`src/rtl/tmvs_pkg.sv`:
```
`timescale 1ns / 1ps

package tmvs_pkg;

    localparam int MAP_MAX_COLS  = 64;
    localparam int MAP_MAX_ROWS  = 64;
    localparam int VIEW_MAX      = 8;
    localparam int MATERIAL_BITS = 10;

    localparam int STORE_DEPTH = MAP_MAX_COLS * MAP_MAX_ROWS;
    localparam int ADDR_BITS   = $clog2(STORE_DEPTH);
    localparam int COORD_BITS  = 6;
    localparam int DIM_BITS    = 7;
    localparam int SIZE_BITS   = 10;
    localparam int COUNT_BITS  = 11;
    localparam int PIX_BITS    = 16;
    localparam int NUM_BITS    = 17;
    localparam int DEN_BITS    = SIZE_BITS + 1;
    localparam int SUM_BITS    = 19;
    localparam int ORG_BITS    = 19;
    localparam int CFG_IDX_BITS = 2;

    localparam logic CMD_WRITE = 1'b0;
    localparam logic CMD_VIEW  = 1'b1;

    localparam logic [CFG_IDX_BITS-1:0] REG_MAP_WIDTH      = 2'd0;
    localparam logic [CFG_IDX_BITS-1:0] REG_MAP_HEIGHT     = 2'd1;
    localparam logic [CFG_IDX_BITS-1:0] REG_TILE_SIZE      = 2'd2;
    localparam logic [CFG_IDX_BITS-1:0] REG_MATERIAL_COUNT = 2'd3;

    localparam logic [1:0] DIV_X_LO = 2'd0;
    localparam logic [1:0] DIV_X_HI = 2'd1;
    localparam logic [1:0] DIV_Y_LO = 2'd2;
    localparam logic [1:0] DIV_Y_HI = 2'd3;

    typedef struct packed {
        logic       clear_en;
        logic       wr_tile;
        logic       load_view;
        logic       div_start;
        logic [1:0] div_sel;
        logic       div_capture;
        logic       win_load;
        logic       scan_step;
        logic       emit_empty;
    } tmvs_cmd_t;

    typedef struct packed {
        logic clear_last;
        logic div_done;
        logic win_empty;
        logic scan_end;
    } tmvs_stat_t;

endpackage

```
`src/rtl/tmvs_ctrl.sv`:
```
`timescale 1ns / 1ps

module tmvs_ctrl (
    input  logic                  clk,
    input  logic                  rst_n,
    input  logic                  start,
    input  logic                  cmd,
    output logic                  busy,
    output tmvs_pkg::tmvs_cmd_t   ctl,
    input  tmvs_pkg::tmvs_stat_t  stat
);
    import tmvs_pkg::*;

    localparam logic [2:0] S_CLEAR   = 3'd0;
    localparam logic [2:0] S_IDLE    = 3'd1;
    localparam logic [2:0] S_DIVGO   = 3'd2;
    localparam logic [2:0] S_DIVWAIT = 3'd3;
    localparam logic [2:0] S_WIN     = 3'd4;
    localparam logic [2:0] S_SCAN    = 3'd5;

    logic [2:0] state_reg, state_next;
    logic [1:0] sel_reg, sel_next;

    always_comb
    begin
        state_next = state_reg;
        sel_next   = sel_reg;
        ctl        = '0;
        ctl.div_sel = sel_reg;
        case (state_reg)
            S_CLEAR:
            begin
                ctl.clear_en = 1'b1;
                if (stat.clear_last)
                begin
                    state_next = S_IDLE;
                end
            end
            S_IDLE:
            begin
                if (start)
                begin
                    if (cmd == CMD_VIEW)
                    begin
                        ctl.load_view = 1'b1;
                        sel_next      = DIV_X_LO;
                        state_next    = S_DIVGO;
                    end
                    else
                    begin
                        ctl.wr_tile = 1'b1;
                    end
                end
            end
            S_DIVGO:
            begin
                ctl.div_start = 1'b1;
                state_next    = S_DIVWAIT;
            end
            S_DIVWAIT:
            begin
                if (stat.div_done)
                begin
                    ctl.div_capture = 1'b1;
                    if (sel_reg == DIV_Y_HI)
                    begin
                        state_next = S_WIN;
                    end
                    else
                    begin
                        sel_next   = 2'(sel_reg + 1'b1);
                        state_next = S_DIVGO;
                    end
                end
            end
            S_WIN:
            begin
                ctl.win_load = 1'b1;
                if (stat.win_empty)
                begin
                    ctl.emit_empty = 1'b1;
                    state_next     = S_IDLE;
                end
                else
                begin
                    state_next = S_SCAN;
                end
            end
            S_SCAN:
            begin
                ctl.scan_step = 1'b1;
                if (stat.scan_end)
                begin
                    state_next = S_IDLE;
                end
            end
            default:
            begin
                state_next = S_IDLE;
            end
        endcase
    end

    always_ff @(posedge clk or negedge rst_n)
    begin
        if (!rst_n)
        begin
            state_reg <= S_CLEAR;
            sel_reg   <= DIV_X_LO;
        end
        else
        begin
            state_reg <= state_next;
            sel_reg   <= sel_next;
        end
    end

    assign busy = (state_reg != S_IDLE);

endmodule

```
`config.mk`:
```
export PLATFORM = sky130hd
export DESIGN_NAME = tmvs_ctrl
export DESIGN_NICKNAME = d
export VERILOG_FILES = /design/src/rtl/tmvs_pkg.sv /design/src/rtl/tmvs_ctrl.sv
export SDC_FILE = /design/constraint.sdc
export NUM_CORES = 1
export LEC_CHECK = 0
export ABC_AREA = 1
export CAP_MARGIN = 20
export CORE_AREA = 10 10 47 49
export CTS_BUF_LIST = sky130_fd_sc_hd__clkbuf_16
export DETAILED_ROUTE_END_ITERATION = 7
export DIE_AREA = 0 0 57 59
export DONT_BUFFER_PORTS = 1
export GPL_TIMING_DRIVEN = 0
export HOLD_SLACK_MARGIN = 0.08
export PLACE_DENSITY = 0.43
export SYNTH_ARGS = -nofsm -noshare
export SYNTH_HDL_FRONTEND = slang
export SYNTH_SLANG_ARGS = --single-unit
export TNS_END_PERCENT = 10
```
`constraint.sdc`:
```
create_clock -name clk -period 2.25 [get_ports clk]
set_clock_uncertainty 0.1 [all_clocks]
set_input_delay 0.45 -clock clk [delete_from_list [all_inputs] [get_ports clk]]
set_output_delay 0.45 -clock clk [all_outputs]
set_load 0.1 [all_outputs]
```
==> tab_implementation.tex <==
\begin{tabular}{lr}
\hline
Metric & Value \\
\hline
\multicolumn{2}{l}{\textbf{Status}} \\
Outcome & finished with violations \\
Violations in the final reports & setup timing \\
\multicolumn{2}{l}{\textbf{Layout}} \\
Layout cell share with drive strength beyond 1 & 39.5\% \\
Area growth syn-to-layout & 50.3\% \\
Antenna diode instance count & 0 \\
Filler cell count & 151 \\
Commonest non-fill, non-tap cells in the layout & nand2\_1 (19), inv\_1 (9), nor2\_1 (6) \\
Layout Nets & 86 \\
Flip-flop count of the largest register after layout & 3 \\
Most frequent standard cell in the layout excluding fill and tap cells & nand2\_1 \\
Final Instance Area & 636 um\^{}2 \\
\multicolumn{2}{l}{\textbf{Clock tree}} \\
Clock tree from TritonCTS & done \\
CTS Buffer Depth & 2 \\
Sinks on the clock net & 5 \\
Root Buffer Master & clkbuf\_16 \\
H-Tree Level Count & 1 \\
Cts bufs inserted & 3 \\
Clock insertion delay at the later pin of the skew report & 0.22 ns \\
Clock transition at path regs & 0.03 ns \\
\multicolumn{2}{l}{\textbf{GRT}} \\
Gr ovfl total & 0 \\
Initial antenna violation count & 0 \\
Via count of the first global-routing pass & 415 \\
GRT Resource Usage Total & 7.51\% \\
Global-route wire length before repair & 1990 um \\
Maximum number of pins on one net before global-route repair & 10 \\
\multicolumn{2}{l}{\textbf{Setup path}} \\
Worst path required time & 1.70 ns \\
FF-to-FF setup slack & 0.30 ns \\
Worst Setup SP & state\_reg[2] \\
CP Class & reg2out \\
Reg2Reg Capture Point & sel\_reg[1] \\
Start of the worst register-to-register path & sel\_reg[0] \\
Critical Path AT & 2.00 ns \\
Max Fanout on Critical Path & 4 \\
Path depth of the worst reg2reg path & 7 \\
Sort of element at the end of the critical path & primary output \\
Element type at the critical path start & register \\
Worst setup endpoint & ctl[8] \\
\multicolumn{2}{l}{\textbf{Timing}} \\
Final setup violating endpoints & 2 \\
Setup repair after global routing missed its margin & true \\
Share of the clock period used by the worst path after layout & 114\% \\
Max Freq & 391 MHz \\
Number of hold violations in the final report & 0 \\
Final TNS setup & -0.572 ns \\
Worst Slack Setup Final & -0.305 ns \\
Transition at the pin with the smallest max-transition slack & 1.06 ns \\
Time the worst path needs with I/O delays and setup & 2.55 ns \\
Slew headroom & 29.4\% \\
Fin. max-slew vios & 0 \\
\multicolumn{2}{l}{\textbf{Floorplanning}} \\
Die span in x & 57 um \\
Site row count & 14 \\
Chip height & 59 um \\
I/O Pins & 19 \\
Floorplan core area & 1400 um\^{}2 \\
Starting density of the core & 30.2\% \\
Die Outline Area & 3360 um\^{}2 \\
\multicolumn{2}{l}{\textbf{Route}} \\
Vias after detailed routing & 416 \\
DRT antenna net count & 0 \\
Mean routed wirelength per cell & 12.7 um \\
Via/cell ratio & 4.52 \\
Total wire length & 1170 um \\
Remaining routing DRC violations & 0 \\
First-pass iteration count of the detailed router & 4 \\
Violation count after the first detailed-route iteration & 3 \\
\multicolumn{2}{l}{\textbf{Logic synthesis}} \\
Top cell type by total area after synthesis & dfrtp\_1 \\
Post-Synthesis Cell Area & 423 um\^{}2 \\
Seq cells post-synth & 5 \\
Cells after synthesis & 66 \\
Sequential share of the synthesized area & 29.6\% \\
Synth Warn \# & 0 \\
Post-Syn Area per Cell & 6.41 um\^{}2 \\
Synth top area share & 29.6\% \\
Syn nets & 75 \\
Unique masters post-synth & 17 \\
Cell types with the largest area share after synthesis & dfrtp\_1 (30\%), nand2\_1 (17\%), nor2\_1 (8.9\%) \\
\multicolumn{2}{l}{\textbf{Place}} \\
Final estimated routing congestion in global placement & 0.704 \\
Number of port buffers & 0 \\
Post-DP Area & 483 um\^{}2 \\
Detail Placement HPWL & 865 um \\
\multicolumn{2}{l}{\textbf{Job}} \\
Max capacitance violation total & 0 \\
\multicolumn{2}{l}{\textbf{Hold path}} \\
Class of the worst hold path & in2reg \\
\hline
\end{tabular}
==> stage by stage <==
stage          util [%]  setup slack [ns]  instances  hold slack, ns
2_1_floorplan         -            -0.220         66          0.0544
3_3_place_gp       33.7            -0.344         82          0.0546
5_1_grt            45.4            -0.353         92           0.332
3_5_place_dp       34.5            -0.263         82          0.0546
4_1_cts            45.4            -0.311         92           0.326
6_report           45.4            -0.305         92           0.319
==> worst max-delay path, cell delays in order (launching register included) <==
cell and delay, ns:
dfrtp_2 0.41, inv_2 0.08, nand3_4 0.32, nor3b_4 0.97
==> per-layer routing <==
metal  global-route usage (%)  vias to the layer above  routed length, um
li1                         -                      221                  -
met1                     7.94                      184                487
met2                     11.6                        9                573
met3                     3.00                        2                 94
met4                     6.04                        0                  8
met5                        0                        -                  0
==> synth_stat cells <==
master	count
nand2_1	19
nor2_1	10
inv_1	9
dfrtp_1	5
inv_2	3
nand2_2	3
nor2_2	3
nand3_1	2
nand3_2	2
nand4_1	2
o21ai_0	2
a31oi_1	1
buf_6	1
ha_1	1
nor2_4	1
nor3_1	1
nor3b_1	1
==> layout make-up <==
type / count / area [um^2] / share of cell area [%]
Inverter: 12 / 48.8 / 7.68
Clock inverter: 1 / 3.75 / 0.591
Sequential cell: 5 / 128 / 20.1
Buffer: 1 / 11.3 / 1.77
Clock buffer: 3 / 75.1 / 11.8
Timing Repair Buffer: 6 / 47.5 / 7.48
Tap cell: 16 / 20.0 / 3.15
Multi-Input combinational cell: 48 / 302 / 47.4
==> worst min path at each step <==
stage | from | endpoint | slack, ns | cells past startpoint
after floorplan | rst_n | sel_reg[0] | 0.05 | 0
after global placement | rst_n | sel_reg[1] | 0.05 | 0
after detailed placement | rst_n | sel_reg[1] | 0.05 | 0
after CTS | stat[0] | state_reg[2] | 0.33 | 3
after global routing | stat[0] | state_reg[2] | 0.33 | 3
final | stat[0] | state_reg[2] | 0.32 | 3
==> timing repair <==
action | CTS | global route
pin swaps | 3 | 1
gates resized for setup | 7 | 0
setup buffers | 5 | 0
hold buffers | 1 | 0
setup endpoints to repair | 6 | 3
endpoints found under the hold margin | 5 | 0
==> kinds of logic after synthesis <==
family | count (synthesis) | share of synthesized area, %
simple gates | 44 | 50.3
buf+inv | 13 | 13.3
fa+ha+maj | 1 | 2.96
compound gates | 3 | 3.85
flops | 5 | 29.6
Power is left out: the tool's default activity adds up to more than one toggle a clock period on the data nets, which glitch-free logic cannot reach.
